--- config.mk ---
export PLATFORM = sky130hd
export DESIGN_NAME = primitive_assembler_core_flat
export DESIGN_NICKNAME = d
export VERILOG_FILES = /design/src/design/pa_pkg.sv /design/src/design/pa_if.sv /design/src/design/pa_queue.sv /design/src/design/pa_front.sv /design/src/design/pa_back.sv /design/src/design/primitive_assembler_core.sv /design/src/flat_wrapper.sv
export SDC_FILE = /design/constraint.sdc
export NUM_CORES = 1
export LEC_CHECK = 0
export BUFFER_PORTS_ARGS = -buffer_cell sky130_fd_sc_hd__buf_2
export CORE_UTILIZATION = 35
export DETAILED_ROUTE_END_ITERATION = 6
export PLACE_DENSITY = 0.58
export SLEW_MARGIN = 0
export SYNTH_ARGS = -nofsm -noshare
export SYNTH_HDL_FRONTEND = slang
export SYNTH_SLANG_ARGS = --single-unit
--- constraint.sdc ---
create_clock -name clock -period 8.7 [get_ports clock]
set_input_delay 0.435 -clock clock [delete_from_list [all_inputs] [get_ports clock]]
set_output_delay 0.435 -clock clock [all_outputs]
set_load 0.01 [all_outputs]
--- src/design/pa_pkg.sv ---
// ----------------------------------------------------------------------------
// pa_pkg
// Types, type codes and window tables of the primitive assembler.
// ----------------------------------------------------------------------------
`timescale 1ns / 1ps

package pa_pkg;

   localparam int INDEX_W   = 32;
   localparam int TYPE_W    = 4;
   localparam int COUNT_W   = 3;
   localparam int ORD_OUT_W = 16;

   localparam logic [TYPE_W-1:0] PT_POINTS    = 4'd0;
   localparam logic [TYPE_W-1:0] PT_LINES     = 4'd1;
   localparam logic [TYPE_W-1:0] PT_LINE_LOOP = 4'd2;
   localparam logic [TYPE_W-1:0] PT_LINE_STRP = 4'd3;
   localparam logic [TYPE_W-1:0] PT_TRIS      = 4'd4;
   localparam logic [TYPE_W-1:0] PT_TRI_STRP  = 4'd5;
   localparam logic [TYPE_W-1:0] PT_TRI_FAN   = 4'd6;
   localparam logic [TYPE_W-1:0] PT_QUADS     = 4'd7;
   localparam logic [TYPE_W-1:0] PT_QUAD_STRP = 4'd8;
   localparam logic [TYPE_W-1:0] PT_NONE      = 4'd15;

   typedef struct packed {
      logic [TYPE_W-1:0]  prim_type;
      logic               new_run;
      logic [COUNT_W-1:0] win;
      logic [COUNT_W-1:0] step;
   } pa_ctl_type;

   function automatic logic [COUNT_W-1:0] win_size(input logic [TYPE_W-1:0] t);
      logic [COUNT_W-1:0] w;
      case (t) inside
         PT_POINTS:                           w = 3'd1;
         PT_LINES, PT_LINE_LOOP, PT_LINE_STRP: w = 3'd2;
         PT_TRIS, PT_TRI_STRP, PT_TRI_FAN:    w = 3'd3;
         PT_QUADS, PT_QUAD_STRP:              w = 3'd4;
         default:                             w = 3'd0;
      endcase
      return w;
   endfunction

   function automatic logic [COUNT_W-1:0] win_step(input logic [TYPE_W-1:0] t);
      logic [COUNT_W-1:0] s;
      case (t) inside
         PT_POINTS, PT_LINE_LOOP, PT_LINE_STRP, PT_TRI_STRP, PT_TRI_FAN: s = 3'd1;
         PT_LINES, PT_QUAD_STRP:                                         s = 3'd2;
         PT_TRIS:                                                        s = 3'd3;
         PT_QUADS:                                                       s = 3'd4;
         default:                                                        s = 3'd0;
      endcase
      return s;
   endfunction

endpackage

--- src/design/pa_if.sv ---
// ----------------------------------------------------------------------------
// pa_if
// Valid/ready channel interfaces for vertex requests and primitive responses.
// ----------------------------------------------------------------------------
`timescale 1ns / 1ps

interface pa_req_if import pa_pkg::*; ();
   logic               valid;
   logic               ready;
   logic [INDEX_W-1:0] vertex_index;
   logic [TYPE_W-1:0]  prim_type;
   logic               run_start;

   modport source (output valid, vertex_index, prim_type, run_start, input ready);
   modport sink   (input valid, vertex_index, prim_type, run_start, output ready);
endinterface

interface pa_rsp_if import pa_pkg::*; ();
   logic                 valid;
   logic                 ready;
   logic [TYPE_W-1:0]    out_type;
   logic [INDEX_W-1:0]   corner_a;
   logic [INDEX_W-1:0]   corner_b;
   logic [INDEX_W-1:0]   corner_c;
   logic [INDEX_W-1:0]   corner_d;
   logic [COUNT_W-1:0]   corner_count;
   logic [ORD_OUT_W-1:0] prim_ordinal;

   modport source (output valid, out_type, corner_a, corner_b, corner_c, corner_d,
                   corner_count, prim_ordinal, input ready);
   modport sink   (input valid, out_type, corner_a, corner_b, corner_c, corner_d,
                   corner_count, prim_ordinal, output ready);
endinterface

--- src/design/pa_queue.sv ---
// ----------------------------------------------------------------------------
// pa_queue
// Two-entry queue between the classifier and the assembler.
// ----------------------------------------------------------------------------
`timescale 1ns / 1ps

module pa_queue import pa_pkg::*; #(
   parameter int WIDTH = 48
) (
   input  logic             clock,
   input  logic             reset,
   input  logic             push,
   input  logic [WIDTH-1:0] push_data,
   output logic             full,
   input  logic             pop,
   output logic             not_empty,
   output logic [WIDTH-1:0] pop_data
);

   logic [WIDTH-1:0] slot_ff [2];
   logic             wr_ptr_ff, wr_ptr_in;
   logic             rd_ptr_ff, rd_ptr_in;
   logic [1:0]       count_ff, count_in;

   assign full      = (count_ff == 2'd2);
   assign not_empty = (count_ff != 2'd0);
   assign pop_data  = slot_ff[rd_ptr_ff];

   always_comb begin
      wr_ptr_in = wr_ptr_ff ^ push;
      rd_ptr_in = rd_ptr_ff ^ pop;
      count_in  = count_ff + 2'(push) - 2'(pop);
   end

   always_ff @(posedge clock) begin
      if (reset) begin
         wr_ptr_ff <= 1'b0;
         rd_ptr_ff <= 1'b0;
         count_ff  <= 2'd0;
      end else begin
         wr_ptr_ff <= wr_ptr_in;
         rd_ptr_ff <= rd_ptr_in;
         count_ff  <= count_in;
      end
   end

   always_ff @(posedge clock) begin
      if (push) begin
         slot_ff[wr_ptr_ff] <= push_data;
      end
   end

endmodule

--- src/design/pa_front.sv ---
// ----------------------------------------------------------------------------
// pa_front
// Accepts vertex transfers, tracks run boundaries and looks up the window.
// ----------------------------------------------------------------------------
`timescale 1ns / 1ps

module pa_front import pa_pkg::*; #(
   parameter int INDEX_BITS = 32
) (
   input  logic                  clock,
   input  logic                  reset,
   pa_req_if.sink                req,
   input  logic                  q_full,
   output logic                  push,
   output logic [INDEX_BITS-1:0] push_index,
   output pa_ctl_type            push_ctl
);

   logic [TYPE_W-1:0] run_type_ff, run_type_in;

   assign req.ready  = !q_full;
   assign push       = req.valid && !q_full;
   assign push_index = INDEX_BITS'(req.vertex_index);

   always_comb begin
      push_ctl.prim_type = req.prim_type;
      push_ctl.new_run   = req.run_start || (req.prim_type != run_type_ff);
      push_ctl.win       = win_size(req.prim_type);
      push_ctl.step      = win_step(req.prim_type);
      run_type_in        = push ? req.prim_type : run_type_ff;
   end

   always_ff @(posedge clock) begin
      if (reset) begin
         run_type_ff <= PT_NONE;
      end else begin
         run_type_ff <= run_type_in;
      end
   end

endmodule

--- src/design/pa_back.sv ---
// ----------------------------------------------------------------------------
// pa_back
// Slides the vertex window, builds primitives and holds the response register.
// ----------------------------------------------------------------------------
`timescale 1ns / 1ps

module pa_back import pa_pkg::*; #(
   parameter int INDEX_BITS   = 32,
   parameter int ORDINAL_BITS = 16
) (
   input  logic                  clock,
   input  logic                  reset,
   input  logic                  q_valid,
   input  logic [INDEX_BITS-1:0] q_index,
   input  pa_ctl_type            q_ctl,
   output logic                  pop,
   pa_rsp_if.source              rsp
);

   logic [INDEX_BITS-1:0]   r0_ff, r1_ff, r2_ff, pivot_ff;
   logic [INDEX_BITS-1:0]   pivot_in;
   logic [COUNT_W-1:0]      fill_ff, fill_in;
   logic [ORDINAL_BITS-1:0] ord_ff, ord_in;
   logic                    rsp_valid_ff, rsp_valid_in;
   logic [TYPE_W-1:0]       type_ff;
   logic [INDEX_BITS-1:0]   ca_ff, cb_ff, cc_ff, cd_ff;
   logic [INDEX_BITS-1:0]   ca_in, cb_in, cc_in, cd_in;
   logic [COUNT_W-1:0]      count_ff;
   logic [ORDINAL_BITS-1:0] ordo_ff;

   logic [COUNT_W-1:0]      fill_eff;
   logic [ORDINAL_BITS-1:0] ord_eff;
   logic                    known;
   logic                    emit;

   assign pop = q_valid && (!rsp_valid_ff || rsp.ready);

   always_comb begin
      fill_eff = q_ctl.new_run ? '0 : fill_ff;
      ord_eff  = q_ctl.new_run ? '0 : ord_ff;
      known    = (q_ctl.win != '0);
      emit     = known && ((fill_eff + 3'd1) >= q_ctl.win);

      ca_in = '0;
      cb_in = '0;
      cc_in = '0;
      cd_in = '0;
      case (q_ctl.win)
         3'd1: begin
            ca_in = q_index;
         end
         3'd2: begin
            ca_in = r2_ff;
            cb_in = q_index;
         end
         3'd3: begin
            ca_in = r1_ff;
            cb_in = r2_ff;
            cc_in = q_index;
         end
         3'd4: begin
            ca_in = r0_ff;
            cb_in = r1_ff;
            cc_in = r2_ff;
            cd_in = q_index;
         end
         default: begin
            ca_in = '0;
         end
      endcase
      if (q_ctl.prim_type == PT_TRI_FAN) begin
         ca_in = pivot_ff;
      end

      pivot_in = (known && fill_eff == '0) ? q_index : pivot_ff;

      if (!known) begin
         fill_in = fill_eff;
         ord_in  = ord_eff;
      end else if (emit) begin
         fill_in = q_ctl.win - q_ctl.step;
         ord_in  = (ord_eff != '1) ? ord_eff + 1'b1 : ord_eff;
      end else begin
         fill_in = fill_eff + 3'd1;
         ord_in  = ord_eff;
      end

      rsp_valid_in = (pop && emit) || (rsp_valid_ff && !rsp.ready);
   end

   always_ff @(posedge clock) begin
      if (reset) begin
         fill_ff      <= '0;
         ord_ff       <= '0;
         rsp_valid_ff <= 1'b0;
         r0_ff        <= '0;
         r1_ff        <= '0;
         r2_ff        <= '0;
         pivot_ff     <= '0;
      end else begin
         rsp_valid_ff <= rsp_valid_in;
         if (pop) begin
            fill_ff  <= fill_in;
            ord_ff   <= ord_in;
            pivot_ff <= pivot_in;
            r0_ff    <= r1_ff;
            r1_ff    <= r2_ff;
            r2_ff    <= q_index;
         end
      end
   end

   always_ff @(posedge clock) begin
      if (pop && emit) begin
         type_ff  <= q_ctl.prim_type;
         ca_ff    <= ca_in;
         cb_ff    <= cb_in;
         cc_ff    <= cc_in;
         cd_ff    <= cd_in;
         count_ff <= q_ctl.win;
         ordo_ff  <= ord_eff;
      end
   end

   assign rsp.valid        = rsp_valid_ff;
   assign rsp.out_type     = type_ff;
   assign rsp.corner_a     = INDEX_W'(ca_ff);
   assign rsp.corner_b     = INDEX_W'(cb_ff);
   assign rsp.corner_c     = INDEX_W'(cc_ff);
   assign rsp.corner_d     = INDEX_W'(cd_ff);
   assign rsp.corner_count = count_ff;
   assign rsp.prim_ordinal = ORD_OUT_W'(ordo_ff);

endmodule

--- src/design/primitive_assembler_core.sv ---
// ----------------------------------------------------------------------------
// primitive_assembler_core
// Assembles points, lines, triangles and quads from a tagged index stream.
//
//   channel   dir   handshake        payload
//   req       in    valid / ready    vertex_index, prim_type, run_start
//   rsp       out   valid / ready    out_type, corner_a..d, corner_count,
//                                    prim_ordinal
//
// One index per clock while rsp is not stalled; the completing index is queued
// and its primitive then registered. The two-entry queue and the response
// register let req keep flowing while rsp is stalled, until both fill.
// Synchronous reset clears run tracking, window fill and ordinal counters.
// ----------------------------------------------------------------------------
`timescale 1ns / 1ps

module primitive_assembler_core import pa_pkg::*; #(
   parameter int INDEX_BITS   = 32,
   parameter int ORDINAL_BITS = 16
) (
   input  logic      clock,
   input  logic      reset,
   pa_req_if.sink    req,
   pa_rsp_if.source  rsp
);

   localparam int ENTRY_W = INDEX_BITS + $bits(pa_ctl_type);

   logic                  push;
   logic [INDEX_BITS-1:0] push_index;
   pa_ctl_type            push_ctl;
   logic                  q_full;
   logic                  q_valid;
   logic                  pop;
   logic [ENTRY_W-1:0]    q_data;
   logic [INDEX_BITS-1:0] q_index;
   pa_ctl_type            q_ctl;

   pa_front #(.INDEX_BITS(INDEX_BITS)) u_front (
      .clock      (clock),
      .reset      (reset),
      .req        (req),
      .q_full     (q_full),
      .push       (push),
      .push_index (push_index),
      .push_ctl   (push_ctl)
   );

   pa_queue #(.WIDTH(ENTRY_W)) u_queue (
      .clock     (clock),
      .reset     (reset),
      .push      (push),
      .push_data ({push_index, push_ctl}),
      .full      (q_full),
      .pop       (pop),
      .not_empty (q_valid),
      .pop_data  (q_data)
   );

   assign q_index = q_data[ENTRY_W-1 -: INDEX_BITS];
   assign q_ctl   = q_data[$bits(pa_ctl_type)-1:0];

   pa_back #(.INDEX_BITS(INDEX_BITS), .ORDINAL_BITS(ORDINAL_BITS)) u_back (
      .clock   (clock),
      .reset   (reset),
      .q_valid (q_valid),
      .q_index (q_index),
      .q_ctl   (q_ctl),
      .pop     (pop),
      .rsp     (rsp)
   );

endmodule

--- src/flat_wrapper.sv ---
// flat-port wrapper written by rule: the top's interface ports become plain ports
module primitive_assembler_core_flat import pa_pkg::*;
#(
   parameter int INDEX_BITS   = 32,
   parameter int ORDINAL_BITS = 16
)
  (clock, reset, req_valid, req_vertex_index, req_prim_type, req_run_start, req_ready, rsp_valid, rsp_out_type, rsp_corner_a, rsp_corner_b, rsp_corner_c, rsp_corner_d, rsp_corner_count, rsp_prim_ordinal, rsp_ready);
  pa_req_if req_i ();
  pa_rsp_if rsp_i ();
  input  logic clock;
  input  logic reset;
  input wire logic [$bits(req_i.valid)-1:0] req_valid;
  input wire logic [$bits(req_i.vertex_index)-1:0] req_vertex_index;
  input wire logic [$bits(req_i.prim_type)-1:0] req_prim_type;
  input wire logic [$bits(req_i.run_start)-1:0] req_run_start;
  output wire logic [$bits(req_i.ready)-1:0] req_ready;
  output wire logic [$bits(rsp_i.valid)-1:0] rsp_valid;
  output wire logic [$bits(rsp_i.out_type)-1:0] rsp_out_type;
  output wire logic [$bits(rsp_i.corner_a)-1:0] rsp_corner_a;
  output wire logic [$bits(rsp_i.corner_b)-1:0] rsp_corner_b;
  output wire logic [$bits(rsp_i.corner_c)-1:0] rsp_corner_c;
  output wire logic [$bits(rsp_i.corner_d)-1:0] rsp_corner_d;
  output wire logic [$bits(rsp_i.corner_count)-1:0] rsp_corner_count;
  output wire logic [$bits(rsp_i.prim_ordinal)-1:0] rsp_prim_ordinal;
  input wire logic [$bits(rsp_i.ready)-1:0] rsp_ready;
  assign req_i.valid = req_valid;
  assign req_i.vertex_index = req_vertex_index;
  assign req_i.prim_type = req_prim_type;
  assign req_i.run_start = req_run_start;
  assign req_ready = req_i.ready;
  assign rsp_valid = rsp_i.valid;
  assign rsp_out_type = rsp_i.out_type;
  assign rsp_corner_a = rsp_i.corner_a;
  assign rsp_corner_b = rsp_i.corner_b;
  assign rsp_corner_c = rsp_i.corner_c;
  assign rsp_corner_d = rsp_i.corner_d;
  assign rsp_corner_count = rsp_i.corner_count;
  assign rsp_prim_ordinal = rsp_i.prim_ordinal;
  assign rsp_i.ready = rsp_ready;
  primitive_assembler_core #(.INDEX_BITS(INDEX_BITS), .ORDINAL_BITS(ORDINAL_BITS)) u_core (.clock(clock), .reset(reset), .req(req_i), .rsp(rsp_i));
endmodule
* Word level (Yosys, flattened, before mapping) *
Memory sizes are Yosys's and may differ from the RTL's. A register that Yosys moved wholly into a read port is not among the register bits.
Cells that the tools add are included.

word-level totals
  register bits after elaboration = 307
  bits in writable memories = 86
  input bits = 41
  logic and storage cells = 87
  memories = 1

operators by class
  add/sub/neg operators = 5
  magnitude comparators = 1
  equal/unequal tests = 16
  mux-type cells = 22
  bitwise gates (word level) = 2
  reduce and logical (&&, ||, !) cells = 22

memories
  name                    words  width  rd ports  clocked after Yosys merged registers in  write ports  line            RTL
  u_core.u_queue.slot_ff  2      43     1         1                                        1            pa_queue.sv:20  logic [WIDTH-1:0] slot_ff [2];

operators with widths
  cell                                                              number
  32-bit one-hot mux with 4 select lines                            1
  32-bit one-hot mux with 3 select lines                            1
  16-bit two-way mux                                                4
  32-bit one-hot mux with 2 select lines                            1
  3-bit two-way mux                                                 11
  32-bit two-way mux                                                1
  4-bit by 3-bit == test with 1-bit output (second input constant)  5
  16-bit by 1-bit adder with 16-bit output (second input constant)  1
  16-bit inequality test (second input constant)                    1
  4-bit by 2-bit == test with 1-bit output (second input constant)  2
  3-bit by 2-bit == test with 1-bit output (second input constant)  2
  1-bit logical AND                                                 6
  3-bit OR reduction                                                2
  5-bit OR reduction                                                1
  4-bit by 1-bit == test with 1-bit output (second input constant)  1
  4-bit == test (second input constant)                             1
  4-bit logical NOT                                                 1
  4-bit inequality test                                             1
  2-bit OR reduction                                                2
  3-bit by 1-bit adder with 3-bit output (second input constant)    1
  3-bit by 1-bit == test with 1-bit output (second input constant)  1
  3-bit == test (second input constant)                             1
  3-bit greater-or-equal comparator                                 1
  1-bit logical NOT                                                 3
  other kinds (11)                                                  16

* Logic depth before layout (Yosys ltp) *
Gate-level depths: netlist of the first run.

  word-level depth = 6
  mapped depth = 17
  gate-level depth less buffers = 12

* Modules after synthesis *
Synthesis of the first run repeated with hierarchy kept, for this count alone.

second synthesis, totals
  cell total of the unflattened synthesis = 1482
  area, all modules = 16808.6 um^2

modules (own cells, without submodules)
  module    times used  cells each  area each (um^2)
  pa_back   1           1249        12650.9
  pa_queue  1           153         3507.1
  pa_front  1           80          650.6

* Worst setup path before layout of the first run *
Ideal clock, no wire load.

  kind = register -> register
  start = reg u_core.u_queue.rd_ptr_ff (netlist name)
  end = reg u_core.u_back.ord_ff[13]
  arrival time = 7769 ps
  required time = 8615 ps
  setup slack = 846 ps
  stages on the path, launching flop included = 18
  path buffers = 5
  clock period less this slack = 7854 ps
  path through = dfxtp_1 > buf_6 > mux2i_1 > buf_2 > clkbuf_1 > clkbuf_1 > nand2_1 > inv_1 > ha_1 > xnor2_1 > ha_1 > nand2_1 > o21ai_1 > nand3_2 > inv_1 > clkbuf_1 > nand4_1 > a21oi_1

RTL lines
  element                 line            RTL
  end signal: assignment  pa_back.sv:104  ord_ff <= ord_in;
  end: declaration        pa_back.sv:23   logic [ORDINAL_BITS-1:0] ord_ff, ord_in;

==> impl_metrics.yaml, run 1 <==
floorplanning:
  coreArea_mm2: 0.0446
  die_y_um: 216
  dieWidth_um: 216
  row_count: 77
  die-area_mm2: 0.0465
  start_util_pct: 35.8
  io-pin-count: 194
timing:
  relSlewSlack_pct: 25.5
  fmax_ghz: 0.187
  rsz0062_at_grt: "no"
  final_max_slew_viol_count: 0
  tightest_slew_ps: 1120
  fin_setup_tns_ps: 0
  min_period_over_period_pct: 61.5
  period_needed_ps: 5350
  hold_viol: 0
  finalSetupViolCount: 0
  worst_slack_ps: 3350
  worst_clock_skew_ps: 21.7
global_routing:
  grt_pass1_vias: 10700
  antenna_found_initial: 1
  grt_max_degree: 108
  grt_overflow: 0
  grt_pass1_wl_um: 63900
  track_usage_pct: 17.6
yosys:
  netlist_area_mm2: 0.0160
  ys_warn_count: 0
  synth.avg_cell_area_um2: 10.9
  synth_top_cell_area_share_pct: 44.6
  syn_nets: 1512
  syn_inst: 1459
  synth-edff-count: 237
  synth-seq-cells: 393
  synth.area.top_cells: "edfxtp_1, dfxtp_1, nand2_1"
  ys_top_cells_by_count: "nand2_1, edfxtp_1, dfxtp_1"
  synth_top_area_cell: "edfxtp_1"
  async_reset_ff_share_pct: 0
  synth-main-ff-cell: "edfxtp_1"
  yosysMostFrequentCell: "nand2_1"
  yosysSeqAreaShare_pct: 64.1
  yosys.cell_types.count: 58
cts:
  path_clk_slew_ps: 60
  ctsResizeCount: 0
  htreeDepth: 2
  holdBufCountCts: 0
  worstSkewPairLatency_ps: 560
  post-cts-setup-buffers: 0
  cts-root-buf: "clkbuf_16"
  cts_buffers: 41
  clock_path_buffers: 3
  cts_tree: "done"
  clock_sinks: 393
cells_and_area:
  syn2layout_area_growth_pct: 17.6
  final_cells: 2233
  regArea_mm2: 0.0102
  n_antenna_cell: 0
  layout.nets: 1661
  multi_input_area_mm2: 0.00528
  drive_above_1_share_pct: 18.6
  fillers: 4216
  utilization_pct: 42.1
critical_path:
  crit_arrival_ps: 5520
  critPathKind: "reg -> reg"
  cp-start-kind: "flip-flop"
  crit_path_end_kind: "flip-flop"
  cp.required_ps: 8870
  cp_max_fo: 107
hold_path:
  worstHoldPathType: "in -> reg"
power:
  ir_drop_v: 0.000167
  leakage_nw: 6.60
  power_density_mw_per_mm2: 341
place:
  pre_cts_ws_ps: 3270
  gp_congestion: 0.786
  dp_cells: 2157
  dp_hpwl_um: 25600
  port_buffers: 193
route:
  vias: 11600
  final_antenna_net_count: 0
  routedWlPerCell_um: 18.8
  initialDrtViolationCount: 902
  firstDrtPassIters: 5
  vias_per_cell: 5.18
  wl_um: 42100
  remaining_drc_errors: 0
job:
  cap_violations: 0
run_status:
  status: "completed"
==> cells by family after synthesis <==
group                    Yosys count  synth area share (%)
AND/OR/NAND/NOR                  475                  12.4
flip-flops                       393                  64.1
AO/OA/AOI/OAI                    380                  14.6
buffers and inverters            125                  3.24
multiplexers                      64                  4.09
adder cells (fa/ha/maj)           12                 0.987
XOR/XNOR                          10                 0.548
==> report_power, final <==
part | switching [W] | leakage [nW] | internal, W
Combinational | 0.00130 | 2.45 | 0.000557
Clock | 0.000728 | 0.643 | 0.00100
Sequential | 0.000303 | 3.50 | 0.00252
Total | 0.00234 | 6.60 | 0.00408
==> state kept, by name (all words and copies together) (netlist names), 32 cells and up <==
name / flops
u_core.u_back.r1_ff: 32
u_core.u_back.r2_ff: 32
u_core.u_queue.slot_ff: 86
u_core.u_back.rsp.corner_c: 32
u_core.u_back.rsp.corner_a: 32
u_core.u_back.r0_ff: 32
u_core.u_back.pivot_ff: 32
u_core.u_back.rsp.corner_d: 32
u_core.u_back.rsp.corner_b: 32
==> cells in the final DEF, fill, tap and decap left out, types with 8 or more instances in the layout <==
master and instances:
clkbuf_1 13, o21ai_1 8, nand4_1 12, o22ai_1 15
a211oi_1 65, o2bb2ai_1 19, nor2_1 150, mux2i_1 53
ha_1 9, edfxtp_1 237, mux2_2 9, nand2_1 251
and2_1 19, a221oi_1 19, clkbuf_16 41, buf_4 21
inv_1 15, buf_2 192, o21ai_0 90, dfxtp_1 155
a21oi_1 133
==> cell type report <==
type | instances | area share [%]
flip-flops and latches | 393 | 54.6
multi-input cells | 941 | 28.1
clock buffers | 58 | 6.02
repair buffers | 213 | 5.96
well taps | 592 | 3.94
clock inverters | 18 | 0.999
inverters | 18 | 0.400
==> path summary, 6_finish.rpt <==
path	depth (start not counted)	slack, ps	startpoint	endpoint
worst max register to register	11	3350	u_core.u_queue.rd_ptr_ff	u_core.u_back.rsp.corner_b[20]
worst min register to register	2	460	u_core.u_back.r0_ff[28]	u_core.u_back.r0_ff[28]
worst min-delay path	1	70	req_vertex_index[27]	u_core.u_queue.slot_ff[1][38]
worst max-delay path	11	3350	u_core.u_queue.rd_ptr_ff	u_core.u_back.rsp.corner_b[20]
==> worst max-delay path, stage by stage (launching register included) <==
cell	delay, ps
dfxtp_4	940
mux2i_2	280
buf_4	310
and2_1	230
inv_1	60
ha_1	300
ha_1	280
nand2_1	50
o21ai_1	490
nand3_2	340
inv_6	740
buf_4	790
==> layer usage <==
layer | wire length [µm] | GRT usage, % | share of wire (%) | vias to the layer above
met3 | 2580 | 4.19 | 6.1 | 51
met2 | 19100 | 27.0 | 45 | 319
li1 | - | - | - | 5563
met4 | 818 | 4.87 | 1.9 | 2
met1 | 19600 | 24.8 | 47 | 5622
met5 | 13 | 0 | 0.031 | -
==> metrics by stage <==
step	total power [W]	cell area (µm²)	hold WS, ps
6_report	0.00641	18800	65.6
2_1_floorplan	0.00406	16000	436
5_1_grt	0.00677	18800	42.1
3_5_place_dp	0.00474	17500	447
4_1_cts	0.00649	18800	33.0
3_3_place_gp	0.00469	17500	442
No activity file was read; power rests on OpenSTA's default activity.
==> inputs of run 2 (changes only) <==
--- a/config.mk
+++ b/config.mk
@@ -8,7 +8,7 @@
 export BUFFER_PORTS_ARGS = -buffer_cell sky130_fd_sc_hd__buf_2
 export CORE_UTILIZATION = 35
 export DETAILED_ROUTE_END_ITERATION = 6
-export PLACE_DENSITY = 0.58
+export PLACE_DENSITY = 0.6
 export SLEW_MARGIN = 0
 export SYNTH_ARGS = -nofsm -noshare
 export SYNTH_HDL_FRONTEND = slang
==> constraint.sdc (replaced) <==
create_clock -name clock -period 4.8 [get_ports clock]
set_input_delay 0.24 -clock clock [delete_from_list [all_inputs] [get_ports clock]]
set_output_delay 0.24 -clock clock [all_outputs]
set_load 0.01 [all_outputs]
==> impl_metrics.yaml, run 2 (synthesized netlist as in run 1, its figures left out) <==
cts:
  cts-root-buf: "clkbuf_16"
  post-cts-setup-buffers: 0
  htreeDepth: 2
  path_clk_slew_ps: 50
  cts_buffers: 43
  worstSkewPairLatency_ps: 560
  clock_path_buffers: 3
  cts_tree: "done"
  clock_sinks: 393
  ctsResizeCount: 0
global_routing:
  track_usage_pct: 18.1
  antenna_found_initial: 0
  grt_max_degree: 71
  grt_pass1_vias: 11300
  grt_pass1_wl_um: 65400
  grt_overflow: 0
place:
  port_buffers: 193
  gp_congestion: 0.796
  dp_hpwl_um: 26400
  pre_cts_ws_ps: 1060
critical_path:
  critPathKind: "reg -> reg"
  reg2reg_from: "u_core.u_queue.rd_ptr_ff"
  crit_arrival_ps: 3990
  rrSetupSlack_ps: 1020
  cp.required_ps: 5020
  cp_max_fo: 63
  reg2regPathDepth: 10
  cp-start-kind: "flip-flop"
  reg2reg_to: "u_core.u_back.rsp.corner_b[17]"
  crit_path_end_kind: "flip-flop"
cells_and_area:
  layout.nets: 1701
  largest_reg_flops: 86
  top_register: "u_core.u_queue.slot_ff"
  layout_common_cells: "nand2_1, edfxtp_1, buf_2, dfxtp_1, nor2_1"
  n_antenna_cell: 0
  syn2layout_area_growth_pct: 21.0
  final_common_cell: "nand2_1"
  fillers: 4165
  drive_above_1_share_pct: 18.7
route:
  firstDrtPassIters: 5
  vias: 11900
  vias_per_cell: 5.25
  wl_um: 43100
  routedWlPerCell_um: 18.9
  initialDrtViolationCount: 1069
  final_antenna_net_count: 0
  remaining_drc_errors: 0
power:
  ir_drop_v: 0.000327
  p_int_w: 0.00769
  pwr-share-clk_pct: 28.2
  swShare_pct: 35.7
  comb_power_share_pct: 29.6
  leakage_nw: 6.84
  seqPwrFrac_pct: 42.2
  power_density_mw_per_mm2: 619
  p_switching_w: 0.00427
timing:
  worst_clock_skew_ps: 11.0
  fin_setup_tns_ps: 0
  finalSetupViolCount: 0
  final_max_slew_viol_count: 0
  worst_slack_ps: 1020
  rsz0062_at_grt: "no"
  min_period_over_period_pct: 78.7
  tightest_slew_ps: 1260
  relSlewSlack_pct: 15.9
  fmax_ghz: 0.265
  period_needed_ps: 3780
  hold_viol: 0
floorplanning:
  io-pin-count: 194
  die-area_mm2: 0.0465
  row_count: 77
  coreArea_mm2: 0.0446
  start_util_pct: 35.8
  die_y_um: 216
  dieWidth_um: 216
hold_path:
  hold_depth: 3
  worstHoldPathType: "in -> reg"
  whs_endpoint: "u_core.u_queue.slot_ff[1][6]"
  hp-start: "req_run_start"
run_status:
  status: "completed"
job:
  cap_violations: 0
-- run 2: cell count changes in the layout (fill, tap and decap cells not counted), moves of 2 or more --
cell           delta
buf_12            +2
buf_4             +3
clkbuf_1          +3
clkbuf_16         +8
clkbuf_8          +3
clkinv_1          -3
clkinv_2          -2
dlygate4sd3_1    +33
inv_6             -3
-- run 2: final cells by class --
class | count | area, µm² | area share (%)
multi-input cells | 941 | 5280 | 27.3
repair buffers | 251 | 1510 | 7.82
clock buffers | 72 | 1380 | 7.16
inverters | 18 | 75.1 | 0.389
flip-flops and latches | 393 | 10200 | 53.0
clock inverters | 7 | 82.6 | 0.427
well taps | 592 | 741 | 3.83
-- run 2: what timing repair did --
action	in CTS	in global routing
hold endpoints to repair	66	0
endpoints found under the setup margin	0	0
hold buffers	33	0
-- run 2: worst max-delay path by stage --
stage | from | to | slack [ps] | cells past startpoint
global route | u_core.u_queue.rd_ptr_ff | u_core.u_back.ord_ff[0] | 670 | 12
finish | u_core.u_queue.rd_ptr_ff | u_core.u_back.rsp.corner_b[17] | 1020 | 10
detailed placement | u_core.u_queue.rd_ptr_ff | u_core.u_back.rsp.corner_c[16] | 1060 | 10
floorplan | u_core.u_queue.rd_ptr_ff | u_core.u_back.ord_ff[13] | 240 | 17
CTS | u_core.u_queue.rd_ptr_ff | u_core.u_back.ord_ff[0] | 1040 | 12
global placement | u_core.u_queue.rd_ptr_ff | u_core.u_back.rsp.corner_c[22] | 1140 | 10
-- run 2: power groups by stage --
stage / Sequential, W / Clock [W] / Combinational [W]
3_5_place_dp: 0.00510 / 0 / 0.00354
6_report: 0.00504 / 0.00337 / 0.00354
3_3_place_gp: 0.00509 / 0 / 0.00347
2_1_floorplan: 0.00511 / 0 / 0.00219
5_1_grt: 0.00512 / 0.00359 / 0.00390
4_1_cts: 0.00504 / 0.00345 / 0.00358
-- run 2: worst max-delay path, cell delays in order (launching register included) --
cell and delay [ps]:
dfxtp_4 400, mux2i_2 360, buf_4 330, nand2_1 150
xnor2_1 150, ha_1 290, nand2_1 60, o21ai_1 460
nand3_2 340, inv_6 450, buf_12 380
-- run 2: layer usage --
layer	part of all wire [%]	routed length (µm)	GRT usage [%]
met1	45	19200	24.8
met2	46	19800	28.7
met3	6.6	2860	3.58
met4	2.6	1110	6.08
met5	0	0	0
-- run 2: per-stage QoR --
| stage | cell area (µm²) | util, % | power, W | std cells | hold WS (ps) |
|---|---|---|---|---|---|
| detailed placement | 17500 | 39.3 | 0.00865 | 2162 | 431 |
| global placement | 17500 | 39.3 | 0.00856 | 2162 | 430 |
| CTS | 19300 | 43.3 | 0.0121 | 2274 | 10.0 |
| floorplan | 16000 | - | 0.00730 | 1459 | 339 |
| global route | 19300 | 43.3 | 0.0126 | 2274 | 34.7 |
| finish | 19300 | 43.3 | 0.0120 | 2274 | 40.2 |
==> inputs of run 3 (changes only) <==
--- a/config.mk
+++ b/config.mk
@@ -8,7 +8,7 @@
 export BUFFER_PORTS_ARGS = -buffer_cell sky130_fd_sc_hd__buf_2
 export CORE_UTILIZATION = 35
 export DETAILED_ROUTE_END_ITERATION = 6
-export PLACE_DENSITY = 0.6
+export PLACE_DENSITY = 0.58
 export SLEW_MARGIN = 0
 export SYNTH_ARGS = -nofsm -noshare
 export SYNTH_HDL_FRONTEND = slang
==> constraint.sdc (replaced) <==
create_clock -name clock -period 3.65 [get_ports clock]
set_input_delay 0.1825 -clock clock [delete_from_list [all_inputs] [get_ports clock]]
set_output_delay 0.1825 -clock clock [all_outputs]
set_load 0.01 [all_outputs]
==> impl_metrics.yaml, run 3 (synthesized netlist as in run 1, its figures left out) <==
global_routing:
  antenna_found_initial: 4
  track_usage_pct: 18.7
  grt_max_degree: 129
  grt_pass1_wl_um: 67300
  grt_pass1_vias: 11400
  grt_overflow: 0
cts:
  worstSkewPairLatency_ps: 570
  clock_sinks: 393
  cts_tree: "done"
  post-cts-setup-buffers: 0
  htreeDepth: 2
  ctsResizeCount: 0
  path_clk_slew_ps: 60
  clock_path_buffers: 3
  cts_buffers: 42
  cts-root-buf: "clkbuf_16"
  holdBufCountCts: 38
power:
  seqPwrFrac_pct: 41.8
  leakage_nw: 6.92
  ir_drop_v: 0.000372
  pwr-share-clk_pct: 27.4
  p_int_w: 0.0101
  power_density_mw_per_mm2: 811
  p_switching_w: 0.00572
  comb_power_share_pct: 30.8
  swShare_pct: 36.2
timing:
  min_period_over_period_pct: 90.7
  rsz0062_at_grt: "no"
  fin_setup_tns_ps: 0
  hold_viol: 0
  relSlewSlack_pct: 37.9
  worst_slack_ps: 340
  worst_clock_skew_ps: 26.5
  final_max_slew_viol_count: 0
  tightest_slew_ps: 932
  finalSetupViolCount: 0
  fmax_ghz: 0.302
  period_needed_ps: 3310
critical_path:
  cp.required_ps: 4070
  crit_path_end_kind: "flip-flop"
  cp_max_fo: 51
  crit_arrival_ps: 3730
  critPathKind: "reg -> reg"
  critPathSlowestCell: "inv_6"
  path_cells: "mux2i_2 > and2_1 > inv_1 > ha_1 > ha_1 > nand2_1 > o21ai_4 > nand3_2 > inv_6 > buf_12 > a31o_2 > a21oi_1"
  worst_path_largest_cell_delay_ps: 390
  cp-start-kind: "flip-flop"
  path_common_cell: "ha_1"
place:
  pre_cts_ws_ps: 317
  gp_congestion: 0.797
  dp_hpwl_um: 26900
  port_buffers: 193
floorplanning:
  coreArea_mm2: 0.0446
  start_util_pct: 35.8
  dieWidth_um: 216
  row_count: 77
  die-area_mm2: 0.0465
  io-pin-count: 194
  die_y_um: 216
cells_and_area:
  top_register: "u_core.u_queue.slot_ff"
  drive_above_1_share_pct: 19.5
  syn2layout_area_growth_pct: 22.0
  layout.nets: 1721
  layout_common_cells: "nand2_1, edfxtp_1, buf_2, dfxtp_1, nor2_1"
  final_common_cell: "nand2_1"
  largest_reg_flops: 86
run_status:
  status: "completed"
route:
  routedWlPerCell_um: 19.2
  remaining_drc_errors: 0
  final_antenna_net_count: 0
  vias_per_cell: 5.16
  initialDrtViolationCount: 825
  wl_um: 44000
  vias: 11800
  firstDrtPassIters: 5
job:
  cap_violations: 0
hold_path:
  worstHoldPathType: "in -> reg"
-- run 3: cell count changes in the layout (fill, tap and decap cells not counted), sizes merged --
cell / before / now
diode: 0 / 2
dlygate4sd3: 33 / 38
clkbuf: 72 / 56
clkinvlp: 0 / 1
clkinv: 5 / 14
buf: 218 / 234
bufinv: 2 / 5
-- run 3: cell type report --
| cell class | count | area (µm²) |
|---|---|---|
| Fill cell | 4170 | 25100 |
| Sequential cell | 393 | 10200 |
| Multi-Input combinational cell | 941 | 5290 |
| Timing Repair Buffer | 272 | 1730 |
| Clock buffer | 56 | 1150 |
| Tap cell | 592 | 741 |
| Clock inverter | 20 | 235 |
| Inverter | 18 | 75.1 |
| Antenna cell | 2 | 5.00 |
-- run 3: final timing paths --
check | depth (start not counted) | endpoint | start | slack [ps]
setup reg to reg | 12 | u_core.u_back.ord_ff[2] | u_core.u_queue.rd_ptr_ff | 340
setup / recovery | 12 | u_core.u_back.ord_ff[2] | u_core.u_queue.rd_ptr_ff | 340
hold / removal | 2 | u_core.u_queue.wr_ptr_ff | reset | 40
hold reg to reg | 2 | u_core.u_back.r0_ff[25] | u_core.u_back.r0_ff[25] | 460
-- run 3: power by group through the flow --
stage          sequential [W]  combinational (W)  clock, W
2_1_floorplan         0.00669            0.00291         0
3_3_place_gp          0.00669            0.00478         0
3_5_place_dp          0.00669            0.00487         0
4_1_cts               0.00661            0.00490   0.00443
5_1_grt               0.00672            0.00535   0.00457
6_report              0.00661            0.00486   0.00433
-- run 3: worst max-delay path: cells and delay by family, from the launching register on --
kind            cells  cell delay, ps
mux                 1             360
compound gates      3             500
fa+ha+maj           2             580
flops               1             360
buf+inv             3             760
simple gates        3             570
-- run 3: through the flow --
| stage | hold WS [ps] | utilization, % | cell area, µm² | total power, W | std cells |
|---|---|---|---|---|---|
| floorplan | 281 | - | 16000 | 0.00961 | 1459 |
| global placement | 373 | 39.7 | 17700 | 0.0115 | 2178 |
| detailed placement | 375 | 39.7 | 17700 | 0.0116 | 2178 |
| CTS | 9.75 | 43.7 | 19500 | 0.0159 | 2292 |
| global route | 42.4 | 43.7 | 19500 | 0.0166 | 2294 |
| finish | 44.1 | 43.7 | 19500 | 0.0158 | 2294 |
-- run 3: routing by layer --
| layer | track usage [%] | vias up | share of wire [%] |
|---|---|---|---|
| li1 | - | 5687 | - |
| met1 | 26.1 | 5687 | 47 |
| met2 | 28.6 | 377 | 45 |
| met3 | 4.10 | 73 | 6.3 |
| met4 | 6.67 | 2 | 2.5 |
| met5 | 0 | - | 0.030 |
